==> src/design/tcp_stream_reassembler_unit_macros.svh <==
// Assertion macros shared by the reassembler RTL.
`ifndef TCP_STREAM_REASSEMBLER_UNIT_MACROS_SVH
`define TCP_STREAM_REASSEMBLER_UNIT_MACROS_SVH

`ifndef ASSERT_OFF
// Same-cycle implication, checked only out of reset.
`define TSR_ASSERT_IMP(label, clk, rst_n, ante, cons) \
    label: assert property (@(posedge clk) disable iff (!rst_n) (ante) |-> (cons)) \
        else $error("tsr assertion failed");
// Next-cycle implication, checked only out of reset.
`define TSR_ASSERT_NEXT(label, clk, rst_n, ante, cons) \
    label: assert property (@(posedge clk) disable iff (!rst_n) (ante) |=> (cons)) \
        else $error("tsr assertion failed");
`else
`define TSR_ASSERT_IMP(label, clk, rst_n, ante, cons)
`define TSR_ASSERT_NEXT(label, clk, rst_n, ante, cons)
`endif

`endif

==> src/design/tsr_pkg.sv <==
package tsr_pkg;

    localparam int BYTE_W = 8;
    localparam int IDX_W  = 32;
    localparam int CNT_W  = 7;

    // Input stream packing.
    localparam int IN_TDATA_W    = 40;
    localparam int IN_TUSER_W    = 2;
    localparam int IN_IDX_LSB    = 8;
    localparam int IN_USER_VALID = 0;
    localparam int IN_USER_EOF   = 1;

    // Output stream packing.
    localparam int OUT_TDATA_W    = 16;
    localparam int OUT_TUSER_W    = 2;
    localparam int OUT_PEND_LSB   = 8;
    localparam int OUT_USER_VALID = 0;
    localparam int OUT_USER_DONE  = 1;

    typedef enum logic [0:0] {
        ST_IDLE,
        ST_RELEASE
    } tsr_state_t;

    // Admission decision for one accepted item.
    typedef struct packed {
        logic             write_en;
        logic             set_end;
        logic [IDX_W-1:0] end_value;
    } tsr_admit_t;

    // Status carried beside the byte in the output stage.
    typedef struct packed {
        logic             byte_ok;
        logic             done;
        logic             last;
        logic [CNT_W-1:0] pend;
    } tsr_result_t;

endpackage

==> src/design/tcp_stream_reassembler_unit.sv <==
// An item is accepted only while idle; the next item waits until all of its results,
// 1 to CAPACITY of them, are loaded into the output stage. Released bytes leave at one
// per cycle while m_tready holds, with one read of the byte memory for each.
// Reset: present bits, head, pending count and end index clear at once; the byte
// memory is not reset and needs no clearing pass, as a slot is read only when present.
`include "tcp_stream_reassembler_unit_macros.svh"

module tcp_stream_reassembler_unit #(
    parameter int CAPACITY = 64
) (
    input  logic                             clk,
    input  logic                             rst_n,
    // Input items.
    input  logic                             s_tvalid,
    output logic                             s_tready,
    // s_tdata, lowest bit up: byte_value[7:0], stream_index[39:8].
    input  logic [tsr_pkg::IN_TDATA_W-1:0]   s_tdata,
    // s_tuser, lowest bit up: byte_valid[0], eof[1].
    input  logic [tsr_pkg::IN_TUSER_W-1:0]   s_tuser,
    // s_tlast carries segment_end.
    input  logic                             s_tlast,
    // Result items.
    output logic                             m_tvalid,
    input  logic                             m_tready,
    // m_tdata, lowest bit up: out_byte[7:0], pending_bytes[14:8], zero[15].
    output logic [tsr_pkg::OUT_TDATA_W-1:0]  m_tdata,
    // m_tuser, lowest bit up: out_valid[0], stream_done[1].
    output logic [tsr_pkg::OUT_TUSER_W-1:0]  m_tuser,
    // m_tlast carries last: the final result caused by one input item.
    output logic                             m_tlast
);

    // Width of a ring slot pointer; a single-entry ring still needs one bit.
    localparam int SW = (CAPACITY > 1) ? $clog2(CAPACITY) : 1;

    // Control and window state. The byte data itself lives in the ring memory;
    // the present bits stay in flip-flops so reset clears them.
    tsr_pkg::tsr_state_t            state_reg, state_next;
    logic [CAPACITY-1:0]            present_reg, present_next;
    logic [tsr_pkg::IDX_W-1:0]      head_pos_reg, head_pos_next;
    logic [SW-1:0]                  head_slot_reg, head_slot_next;
    logic [tsr_pkg::CNT_W-1:0]      count_reg, count_next;
    logic                           end_known_reg, end_known_next;
    logic [tsr_pkg::IDX_W-1:0]      end_pos_reg, end_pos_next;

    // Output stage: the ring's read register holds the byte, these the status.
    logic                           out_vld_reg, out_vld_next;
    tsr_pkg::tsr_result_t           result_reg, result_next;

    logic                           accept;
    logic                           stage_free;
    logic                           issue;
    logic                           hit;
    logic                           last_byte;
    logic [SW-1:0]                  next_slot;
    logic [SW:0]                    slot_inc;
    logic [tsr_pkg::IDX_W-1:0]      head_inc;
    logic [tsr_pkg::CNT_W-1:0]      count_dec;
    logic [SW-1:0]                  ins_slot;
    tsr_pkg::tsr_admit_t            admit;
    logic [tsr_pkg::BYTE_W-1:0]     rd_data;

    // ------------------------------------------------------------------
    // Admission: window check, duplicate check, ring slot and end index.
    // ------------------------------------------------------------------
    tsr_admit #(
        .CAPACITY (CAPACITY),
        .SW       (SW)
    ) u_admit (
        .byte_valid    (s_tuser[tsr_pkg::IN_USER_VALID]),
        .stream_index  (s_tdata[tsr_pkg::IN_IDX_LSB +: tsr_pkg::IDX_W]),
        .segment_end   (s_tlast),
        .eof           (s_tuser[tsr_pkg::IN_USER_EOF]),
        .head_position (head_pos_reg),
        .head_slot     (head_slot_reg),
        .end_known     (end_known_reg),
        .end_position  (end_pos_reg),
        .present       (present_reg),
        .slot          (ins_slot),
        .admit         (admit)
    );

    // ------------------------------------------------------------------
    // Byte ring. Writes happen only in the accept cycle and reads only while
    // releasing, so the state machine itself keeps the two ports from ever
    // touching the same entry in one cycle.
    // ------------------------------------------------------------------
    tsr_ring #(
        .DEPTH (CAPACITY),
        .AW    (SW)
    ) u_ring (
        .clk     (clk),
        .wr_en   (accept && admit.write_en),
        .wr_addr (ins_slot),
        .wr_data (s_tdata[tsr_pkg::BYTE_W-1:0]),
        .rd_en   (issue && hit),
        .rd_addr (head_slot_reg),
        .rd_data (rd_data)
    );

    // ------------------------------------------------------------------
    // Head-of-window view used while releasing.
    // ------------------------------------------------------------------
    always_comb
    begin
        slot_inc  = {1'b0, head_slot_reg} + (SW+1)'(1);
        next_slot = (slot_inc == (SW+1)'(CAPACITY)) ? '0 : slot_inc[SW-1:0];
        hit       = present_reg[head_slot_reg];
        // The run ends when the following slot is empty; with a one-entry ring
        // the following slot is the one being released.
        last_byte = !present_reg[next_slot] || (next_slot == head_slot_reg);
        head_inc  = head_pos_reg + tsr_pkg::IDX_W'(1);
        count_dec = (count_reg == '0) ? '0 : count_reg - tsr_pkg::CNT_W'(1);
    end

    // ------------------------------------------------------------------
    // Next-state logic.
    // ------------------------------------------------------------------
    always_comb
    begin
        state_next = state_reg;
        unique case (state_reg)
            tsr_pkg::ST_IDLE:
            begin
                if (s_tvalid)
                begin
                    state_next = tsr_pkg::ST_RELEASE;
                end
            end
            tsr_pkg::ST_RELEASE:
            begin
                // A status-only result or the final byte of the run ends the item.
                if (stage_free && (!hit || last_byte))
                begin
                    state_next = tsr_pkg::ST_IDLE;
                end
            end
            default:
            begin
                state_next = tsr_pkg::ST_IDLE;
            end
        endcase
    end

    // ------------------------------------------------------------------
    // Output and datapath control.
    // ------------------------------------------------------------------
    always_comb
    begin
        s_tready   = (state_reg == tsr_pkg::ST_IDLE);
        accept     = s_tvalid && s_tready;
        stage_free = !out_vld_reg || m_tready;
        issue      = (state_reg == tsr_pkg::ST_RELEASE) && stage_free;

        present_next   = present_reg;
        head_pos_next  = head_pos_reg;
        head_slot_next = head_slot_reg;
        count_next     = count_reg;
        end_known_next = end_known_reg;
        end_pos_next   = end_pos_reg;
        out_vld_next   = out_vld_reg && !m_tready;
        result_next    = result_reg;

        if (accept)
        begin
            if (admit.write_en)
            begin
                present_next[ins_slot] = 1'b1;
                count_next             = count_reg + tsr_pkg::CNT_W'(1);
            end
            if (admit.set_end)
            begin
                end_known_next = 1'b1;
                end_pos_next   = admit.end_value;
            end
        end

        if (issue)
        begin
            out_vld_next = 1'b1;
            if (hit)
            begin
                // Release the head byte; status reflects the state after it.
                present_next[head_slot_reg] = 1'b0;
                head_pos_next       = head_inc;
                head_slot_next      = next_slot;
                count_next          = count_dec;
                result_next.byte_ok = 1'b1;
                result_next.done    = end_known_reg && (head_inc == end_pos_reg);
                result_next.last    = last_byte;
                result_next.pend    = count_dec;
            end
            else
            begin
                // Nothing to release: one status-only result.
                result_next.byte_ok = 1'b0;
                result_next.done    = end_known_reg && (head_pos_reg == end_pos_reg);
                result_next.last    = 1'b1;
                result_next.pend    = count_reg;
            end
        end
    end

    // ------------------------------------------------------------------
    // Registers.
    // ------------------------------------------------------------------
    always_ff @(posedge clk or negedge rst_n)
    begin
        if (!rst_n)
        begin
            state_reg     <= tsr_pkg::ST_IDLE;
            present_reg   <= '0;
            head_pos_reg  <= '0;
            head_slot_reg <= '0;
            count_reg     <= '0;
            end_known_reg <= 1'b0;
            end_pos_reg   <= '0;
            out_vld_reg   <= 1'b0;
        end
        else
        begin
            state_reg     <= state_next;
            present_reg   <= present_next;
            head_pos_reg  <= head_pos_next;
            head_slot_reg <= head_slot_next;
            count_reg     <= count_next;
            end_known_reg <= end_known_next;
            end_pos_reg   <= end_pos_next;
            out_vld_reg   <= out_vld_next;
        end
    end

    // Result status is payload and needs no reset.
    always_ff @(posedge clk)
    begin
        result_reg <= result_next;
    end

    // ------------------------------------------------------------------
    // Result port. A status-only result shows a zero byte.
    // ------------------------------------------------------------------
    always_comb
    begin
        m_tvalid = out_vld_reg;
        m_tdata  = {1'b0, result_reg.pend,
                    result_reg.byte_ok ? rd_data : tsr_pkg::BYTE_W'(0)};
        m_tuser  = {result_reg.done, result_reg.byte_ok};
        m_tlast  = result_reg.last;
    end

    // ------------------------------------------------------------------
    // Assertions.
    // ------------------------------------------------------------------
    // The pending count always matches the number of occupied ring slots.
    `TSR_ASSERT_IMP(a_count_matches_present, clk, rst_n, 1'b1,
        $countones(present_reg) == int'(count_reg))
    // A byte released from the ring shows up as a valid byte result next cycle.
    `TSR_ASSERT_NEXT(a_release_reaches_port, clk, rst_n, issue && hit,
        m_tvalid && m_tuser[tsr_pkg::OUT_USER_VALID])
    // Loading the final result of an item returns the block to accepting input.
    `TSR_ASSERT_NEXT(a_last_frees_input, clk, rst_n, issue && (!hit || last_byte),
        s_tready && m_tlast)

endmodule

==> src/design/tsr_ring.sv <==
module tsr_ring #(
    parameter int DEPTH = 64,
    parameter int AW    = 6
) (
    input  logic                      clk,
    input  logic                      wr_en,
    input  logic [AW-1:0]             wr_addr,
    input  logic [tsr_pkg::BYTE_W-1:0] wr_data,
    input  logic                      rd_en,
    input  logic [AW-1:0]             rd_addr,
    output logic [tsr_pkg::BYTE_W-1:0] rd_data
);

    logic [tsr_pkg::BYTE_W-1:0] mem [DEPTH];
    logic [tsr_pkg::BYTE_W-1:0] rd_data_reg;

    always_ff @(posedge clk)
    begin
        if (wr_en)
        begin
            mem[wr_addr] <= wr_data;
        end
    end

    // The read register holds its value while no read is issued, so it can
    // serve as the output stage of the block.
    always_ff @(posedge clk)
    begin
        if (rd_en)
        begin
            rd_data_reg <= mem[rd_addr];
        end
    end

    assign rd_data = rd_data_reg;

endmodule

==> src/design/tsr_admit.sv <==
module tsr_admit #(
    parameter int CAPACITY = 64,
    parameter int SW       = 6
) (
    input  logic                     byte_valid,
    input  logic [tsr_pkg::IDX_W-1:0] stream_index,
    input  logic                     segment_end,
    input  logic                     eof,
    input  logic [tsr_pkg::IDX_W-1:0] head_position,
    input  logic [SW-1:0]            head_slot,
    input  logic                     end_known,
    input  logic [tsr_pkg::IDX_W-1:0] end_position,
    input  logic [CAPACITY-1:0]      present,
    output logic [SW-1:0]            slot,
    output tsr_pkg::tsr_admit_t      admit
);

    logic [tsr_pkg::IDX_W-1:0] offset;
    logic [tsr_pkg::IDX_W-1:0] room;
    logic [tsr_pkg::IDX_W-1:0] cand;
    logic [tsr_pkg::IDX_W-1:0] cand_dist;
    logic [SW:0]               slot_sum;
    logic                      keep;

    always_comb
    begin
        offset = stream_index - head_position;
        room   = end_position - head_position;
        keep   = byte_valid && (offset < tsr_pkg::IDX_W'(CAPACITY))
                 && !(end_known && (offset >= room));

        // For a kept item both terms are below CAPACITY, so one subtract wraps the ring.
        slot_sum = {1'b0, head_slot} + {1'b0, offset[SW-1:0]};
        if (slot_sum >= (SW+1)'(CAPACITY))
        begin
            slot_sum = slot_sum - (SW+1)'(CAPACITY);
        end
        slot = slot_sum[SW-1:0];

        // An end index that lies behind the head collapses onto the head.
        cand      = stream_index + tsr_pkg::IDX_W'(byte_valid);
        cand_dist = cand - head_position;

        admit.write_en  = keep && !present[slot];
        admit.set_end   = segment_end && eof && !end_known;
        admit.end_value = cand_dist[tsr_pkg::IDX_W-1] ? head_position : cand;
    end

endmodule
==> config.mk <==
export PLATFORM = sky130hd
export DESIGN_NAME = tcp_stream_reassembler_unit
export DESIGN_NICKNAME = d
export VERILOG_FILES = /design/src/design/tsr_pkg.sv /design/src/design/tcp_stream_reassembler_unit.sv /design/src/design/tsr_ring.sv /design/src/design/tsr_admit.sv
export VERILOG_INCLUDE_DIRS = /design/src /design/src/design
export SDC_FILE = /design/constraint.sdc
export NUM_CORES = 1
export LEC_CHECK = 0
export ABC_AREA = 1
export BUFFER_PORTS_ARGS = -buffer_cell sky130_fd_sc_hd__buf_2
export CORE_MARGIN = 10
export CORE_UTILIZATION = 40
export CTS_BUF_LIST = sky130_fd_sc_hd__clkbuf_4 sky130_fd_sc_hd__clkbuf_8 sky130_fd_sc_hd__clkbuf_16
export DETAILED_ROUTE_END_ITERATION = 8
export MAX_ROUTING_LAYER = met4
export SLEW_MARGIN = 25
export SYNTH_ARGS = -nofsm -noshare
export SYNTH_HDL_FRONTEND = slang
export SYNTH_SLANG_ARGS = --single-unit
==> constraint.sdc <==
create_clock -name clk -period 8.2 [get_ports clk]
set_input_delay 0 -clock clk [delete_from_list [all_inputs] [get_ports clk]]
set_output_delay 0 -clock clk [all_outputs]
set_load 0.005 [all_outputs]
# Word-level counts from Yosys, hierarchy flattened
# Memories as Yosys holds them, arrays and structs flattened. A register that Yosys moved wholly into a read port is not among the register bits.
# Cells that the tools add are included.
# word_totals
n_memories	1
latch_bits	0
word_cells	98
mem_bits_rw	512
output_inout_bits	21
mem_bits_ro	0
inputBits	47
reg_bits	154
# op_classes
div	0
shifts	0
multipliers	0
n_reduce_logical	29
addsub	10
n_bitwise	4
n_mux	30
n_eq_ne	4
n_lt_le_gt_ge	8
# memory_table
memory	depth	width	read_ports	rd_ports_with_merged_regs	write_ports	line_no	rtl
u_ring.mem	64	8	1	1	1	tsr_ring.sv:14	logic [tsr_pkg::BYTE_W-1:0] mem [DEPTH];
# op_table
cell	n
64-bit two-way mux	4
32-bit subtractor	3
64-bit AND	1
32-bit == test	2
64-bit NOT	1
64-bit bitwise OR	1
7-bit two-way mux	5
32-bit by 1-bit adder with 32-bit output	1
32-bit by 1-bit adder with 32-bit output, second input constant	1
32-bit >= comparator	1
32-bit by 7-bit less-than comparator with 1-bit output, second input constant	1
32-bit two-way mux	1
6-bit by 7-bit less-than comparator with 1-bit output, second input constant	3
1-bit binary-select mux with 6-bit select	3
1-bit logical AND	16
1-bit demux with 6-bit select	2
6-bit by 1-bit >= comparator with 1-bit output, second input constant	2
6-bit two-way mux	2
1-bit two-way mux	10
10-bit two-way mux	1
8-bit two-way mux	1
6-bit by 1-bit adder with 7-bit output, second input constant	1
6-bit by 6-bit adder with 7-bit output	1
7-bit by 1-bit adder with 7-bit output, second input constant	1
11 further kinds	20

# Logic depth before layout (Yosys ltp)
# logic_depth
ltp_word	14
ltp_mapped	33
mapped_depth_nobuf	33

# Cells and area by module
# Synthesis repeated with hierarchy kept, for this count alone.
# hier_totals
cells_unflattened	4689
hier_area_um2	39177.6
# by_module_without_submodules
module	seq_area_each_um2	instances	area_each_um2	cells_per_inst
tsr_ring	15615.0	1	21419.3	1805
tcp_stream_reassembler_unit	3903.7	1	9765.6	1400
tsr_admit	0.0	1	7992.7	1484

# Least setup slack after synthesis
# No wires, ideal clock.
# synth_timing
path_kind	register to register
startpoint	register head_pos_reg[4] in the netlist's numbering
endpoint	memory u_ring.mem[12][0] in the netlist's numbering, enable pin
stages_incl_launch_ff	29
required_ns	7.876
synth_period_minus_slack_ns	4.539
n_path_buf	1
arrival_time_ns	4.215
slack_ns	3.661
path_cell_list	dfrtp_1 -> inv_1 -> ha_1 -> a21oi_1 -> o21a_1 -> nand2_1 -> a21boi_0 -> o21ai_0 -> a21o_1 -> nand2_1 -> nand2_1 -> a21oi_1 -> inv_1 -> nand2_1 -> nand3_1 -> nand2_1 -> nand2_1 -> ha_1 -> a21oi_1 -> o21ai_0 -> a21oi_1 -> o21a_1 -> nand3_1 -> nand2_1 -> nand3_2 -> nor3_4 -> buf_6 -> nand3_1 -> inv_1
# synth_via
elab_chain_len	11
elab_cells_between_ends	19
cone_classes	add/sub (4); order compare (3); mux (5); reduce/logical (7)
# synth_lines
item	line_no	rtl
start: declaration	tcp_stream_reassembler_unit.sv:40	logic [tsr_pkg::IDX_W-1:0] head_pos_reg, head_pos_next;
start signal: assignment	tcp_stream_reassembler_unit.sv:224	head_pos_reg <= head_pos_next;
32-bit subtractor	tsr_admit.sv:27	offset = stream_index - head_position;
6-bit by 6-bit adder with 7-bit output	tsr_admit.sv:33	slot_sum = {1'b0, head_slot} + {1'b0, offset[SW-1:0]};
6-bit by 1-bit subtractor with 6-bit output or 7-bit >= comparator (tied branches)	tsr_admit.sv:36, tsr_admit.sv:34	
6-bit two-way mux	tsr_admit.sv:34	if (slot_sum >= (SW+1)'(CAPACITY))
1-bit binary-select mux with 6-bit select	tsr_admit.sv:44	admit.write_en = keep && !present[slot];
1-bit two-way mux (implied by the code)	tsr_admit.sv:44	
1-bit logical NOT	tsr_admit.sv:44	
1-bit logical AND	tsr_admit.sv:44	
1-bit logical AND	tcp_stream_reassembler_unit.sv:93	.wr_en (accept && admit.write_en),
1-bit two-way mux	tsr_ring.sv:19	if (wr_en)
1-bit two-way mux (implied by the code)	tsr_ring.sv:21	mem[wr_addr] <= wr_data;
end: declaration	tsr_ring.sv:14	
# Several ways; a longest one is shown, not always the timed one. The select of a mux whose other input is x is not followed.

# Worst setup path in the final report
# layout_timing
startpoint	register head_pos_reg[0] in the netlist's numbering
endpoint	memory u_ring.mem[46][3] in the netlist's numbering, enable pin
# Same word-level chain as after synthesis.

==> metrics.log <==
INFO  metric netlist_area = 0.0356 mm^2
INFO  metric i_o_pins = 68
INFO  metric synth.top_cells.by_area = edfxtp_1 (45%), dfrtp_1 (10%), nand2_1 (8.8%)
INFO  metric synthesis.instances = 3755
INFO  metric ir_drop = 0.000283 V
INFO  metric grtUsageTotal = 24.5%
INFO  metric syn_avg_cell_area = 9.47 um^2
INFO  metric num_rows = 109
INFO  metric antenna_cells = 0
INFO  metric route.antenna.remaining_nets = 0
INFO  metric coreArea = 0.0882 mm^2
INFO  metric crit_type = register to register
INFO  metric post_route_cells_drive_above_1_share = 7.70%
INFO  metric leading_cell_type_in_the_layout_fill_and_taps_excluded = nand2_1
INFO  metric cp_data_arrival_time = 6680 ps
INFO  metric route.detailed.drc = 0
INFO  metric leakage = 16.4 nW
INFO  metric grt_setup_unrepaired = false
INFO  metric yosys_register_bits = 674
INFO  metric crit-reg2reg-capture = u_ring.mem[46][3]
INFO  metric crit_top_cell = nand2_1
INFO  metric cts_num_sinks = 674
INFO  metric cellPowerDensity = 352 mW/mm^2
INFO  metric ff2ff_path_depth = 19
INFO  metric post-place-cells = 4903
INFO  metric holdCritPathClass = input pin to async pin
INFO  metric cts.clk_slew.worst_paths = 60 ps
INFO  metric drt-initial-drc-count = 3279
INFO  metric cp_launch_point = head_pos_reg[0]
INFO  metric last_element_of_the_critical_path = u_ring.mem[46][3]
INFO  metric synth.distinct_cells = 62
INFO  metric ctsRootBufferMaster = clkbuf_16
INFO  metric place_congestion = 0.989
INFO  metric clock_latency_at_the_later_pin_of_the_worst_skew_pair = 650 ps
INFO  metric timing_hold_violations_final = 0
INFO  metric multi_input_area = 0.0137 mm^2
INFO  metric floorplan.die_area = 0.101 mm^2
INFO  metric grt.overflow.total = 0
INFO  metric synth.yosys.seq_area_share = 54.9%
INFO  metric post_layout_nets = 4020
INFO  metric area.growth.synth_to_final = 12.6%
INFO  metric die_h = 318 um
INFO  metric final_cell_mix = nand2_1 (834), edfxtp_1 (530), inv_1 (470), nor2_1 (262), a21oi_1 (231)
INFO  metric antenna_found_initial = 1
INFO  metric routedWlPerCell = 24.7 um
INFO  metric synth_nets = 3940
INFO  metric max-slew-margin-rel = 20.0%
INFO  metric clock_tree_buffer_depth = 3
INFO  metric setup.worst_path.start_class = register
INFO  metric floorplan.die.width = 318 um
INFO  metric timing_max_transition_violations_final = 0
INFO  metric transition_time_at_the_pin_with_the_least_slew_margin = 1170 ps
INFO  metric synth-warning-count = 0
INFO  metric hold_ws = 9.38 ps
INFO  metric worstPathRequired = 8470 ps
INFO  metric fmaxAchievable = 0.156 GHz
INFO  metric ctsHtreeMaxLevel = 3
INFO  metric post-synth-top-area-fraction = 44.8%
INFO  metric timing.critical_path.fanout_max = 63
INFO  metric viasPerCell = 5.72
INFO  metric count_of_endpoints_failing_setup_in_the_final_report = 0
INFO  metric grt_pass1_wl = 184000 um
INFO  metric place_hpwl = 86800 um
INFO  metric vias_in_the_first_global_route = 27.9k
INFO  metric totalWireLength = 125000 um
INFO  metric post_layout_nonfiller_instances = 5062
INFO  metric post-route-min-period = 6410 ps
INFO  metric timing.setup.tns = 0 ps
INFO  metric cts_tree = yes
INFO  metric final_clock_period_utilization_by_the_worst_path = 78.2%
INFO  metric ff_latch_area = 0.0195 mm^2
INFO  metric outcome = complete, no violations
INFO  metric critical-path-slowest-cell = fa_1
INFO  metric worst-r2r-setup-slack = 1790 ps
INFO  metric route.vias.total = 29.0k
INFO  metric fin_worst_skew = 59.4 ps
INFO  metric drv_cap = 0
INFO  metric regToRegStartpoint = head_pos_reg[0]
INFO  metric synth_largest_area_cell = edfxtp_1
INFO  metric grt_start_max_net_pins = 66
INFO  metric setup.worst_path.end_class = register
INFO  metric place.port_buffers = 66
INFO  metric nFillCells = 8378
INFO  metric cts-buffers-inserted = 75
INFO  metric crit_path_max_incr_delay = 1150 ps
INFO  metric ctsResizeCount = 0
INFO  metric crit_chain = ha_1 > inv_1 > fa_1 > inv_1 > fa_1 > clkinv_1 > nand2_1 > a21oi_1 > or2_2 > nand2_1 > nand2_1 > nand2_1 > nand2_1 > nor2_1 > nand3_2 > nor3_4 > buf_4 > nand3_1 > inv_1
INFO  metric drt-pass1-iter-count = 6
INFO  metric initial_core_util = 40.3%
INFO  metric number_of_flip_flops_in_the_largest_register = 512
## kinds of logic (layout without fill, tap and decap cells)
group           after synthesis  in the layout  share of synthesized area (%)
simple gates               1493           1493                           17.9
compound gates              728            728                           12.8
flops                       674            674                           54.9
buf+inv                     604            746                           6.61
fa+ha+maj                   138            138                           4.92
xor+xnor                    117            117                           2.96
other cells                   1              1                         0.0105
## final cells by class
| class | count | share of cell area [%] |
|---|---|---|
| repair buffers | 121 | 2.10 |
| multi-input cells | 2477 | 34.3 |
| well taps | 1165 | 3.64 |
| clock buffers | 94 | 5.21 |
| clock inverters | 45 | 1.39 |
| inverters | 486 | 4.56 |
| flip-flops and latches | 674 | 48.8 |
## worst min-delay path by stage
stage               startpoint               to  slack, ps
finish                   rst_n  end_pos_reg[27]          9
global route             rst_n  end_pos_reg[27]         40
CTS                      rst_n  end_pos_reg[29]         10
detailed placement       rst_n  end_pos_reg[29]        -50
global placement         rst_n  end_pos_reg[29]        -50
floorplan                rst_n     count_reg[0]       -300
## synth_stat cells (all sizes together)
library cell and instances:
nand3b 9, a22oi 45, o21ai 198, a41o 2
inv 483, nor2 277, xnor2 29, nor3 52
a21boi 3, edfxtp 530, a21o 4, o211ai 9
o41ai 9, dfrtp 144, a31oi 11, nand2 848
nand4 84, a211oi 5, a21oi 235, and2 2
a41oi 11, fa 3, o221ai 3, nor3b 1
a221oi 65, o2111ai 1, nor4 14, or2 6
o311ai 1, o21a 7, conb 1, a2111oi 2
nor4b 2, ha 135, and3 1, a22o 61
clkinv 3, o21bai 9, nand3 196, xor2 88
nand2b 1, buf 48, o22ai 45, clkbuf 70
o31ai 2
## report_power, final
group | internal [W] | switching (W) | leakage [nW] | total [W]
combinational | 0.00164 | 0.00464 | 8.69 | 0.00628
clock | 0.00212 | 0.00146 | 1.29 | 0.00358
sequential | 0.00396 | 0.000267 | 6.40 | 0.00423
## stage by stage
| step | cell area (um^2) | setup slack, ps | power [W] | utilization, % |
|---|---|---|---|---|
| 2_1_floorplan | 35600 | 3660 | 0.00789 | - |
| 3_3_place_gp | 37200 | 2030 | 0.0104 | 42.1 |
| 3_5_place_dp | 37200 | 1920 | 0.0104 | 42.1 |
| 4_1_cts | 40000 | 1890 | 0.0140 | 45.4 |
| 5_1_grt | 40000 | 1460 | 0.0147 | 45.4 |
| 6_report | 40000 | 1790 | 0.0141 | 45.4 |
## critical path, delay by kind of cell, from the launching register on
| kind | cells | cell delay (ps) |
|---|---|---|
| fa+ha+maj | 3 | 1950 |
| compound gates | 1 | 80 |
| flops | 1 | 420 |
| simple gates | 10 | 1540 |
| buf+inv | 5 | 2030 |
## what timing repair did
action                                 4_1_cts  5_1_grt
hold buffers                                20        0
endpoints found under the hold margin      110        0
setup buffers                                0        0
## layer usage
| layer | share of wire (%) | vias to the layer above | wire (um) | global-route usage [%] |
|---|---|---|---|---|
| li1 | - | 13225 | - | - |
| met1 | 40 | 13902 | 50100 | 30.7 |
| met2 | 47 | 1488 | 58100 | 38.8 |
| met3 | 8.1 | 350 | 10200 | 3.55 |
| met4 | 5.2 | 0 | 6520 | 11.5 |
| met5 | 0 | - | 0 | - |
Power figures use the tool's default switching activity.
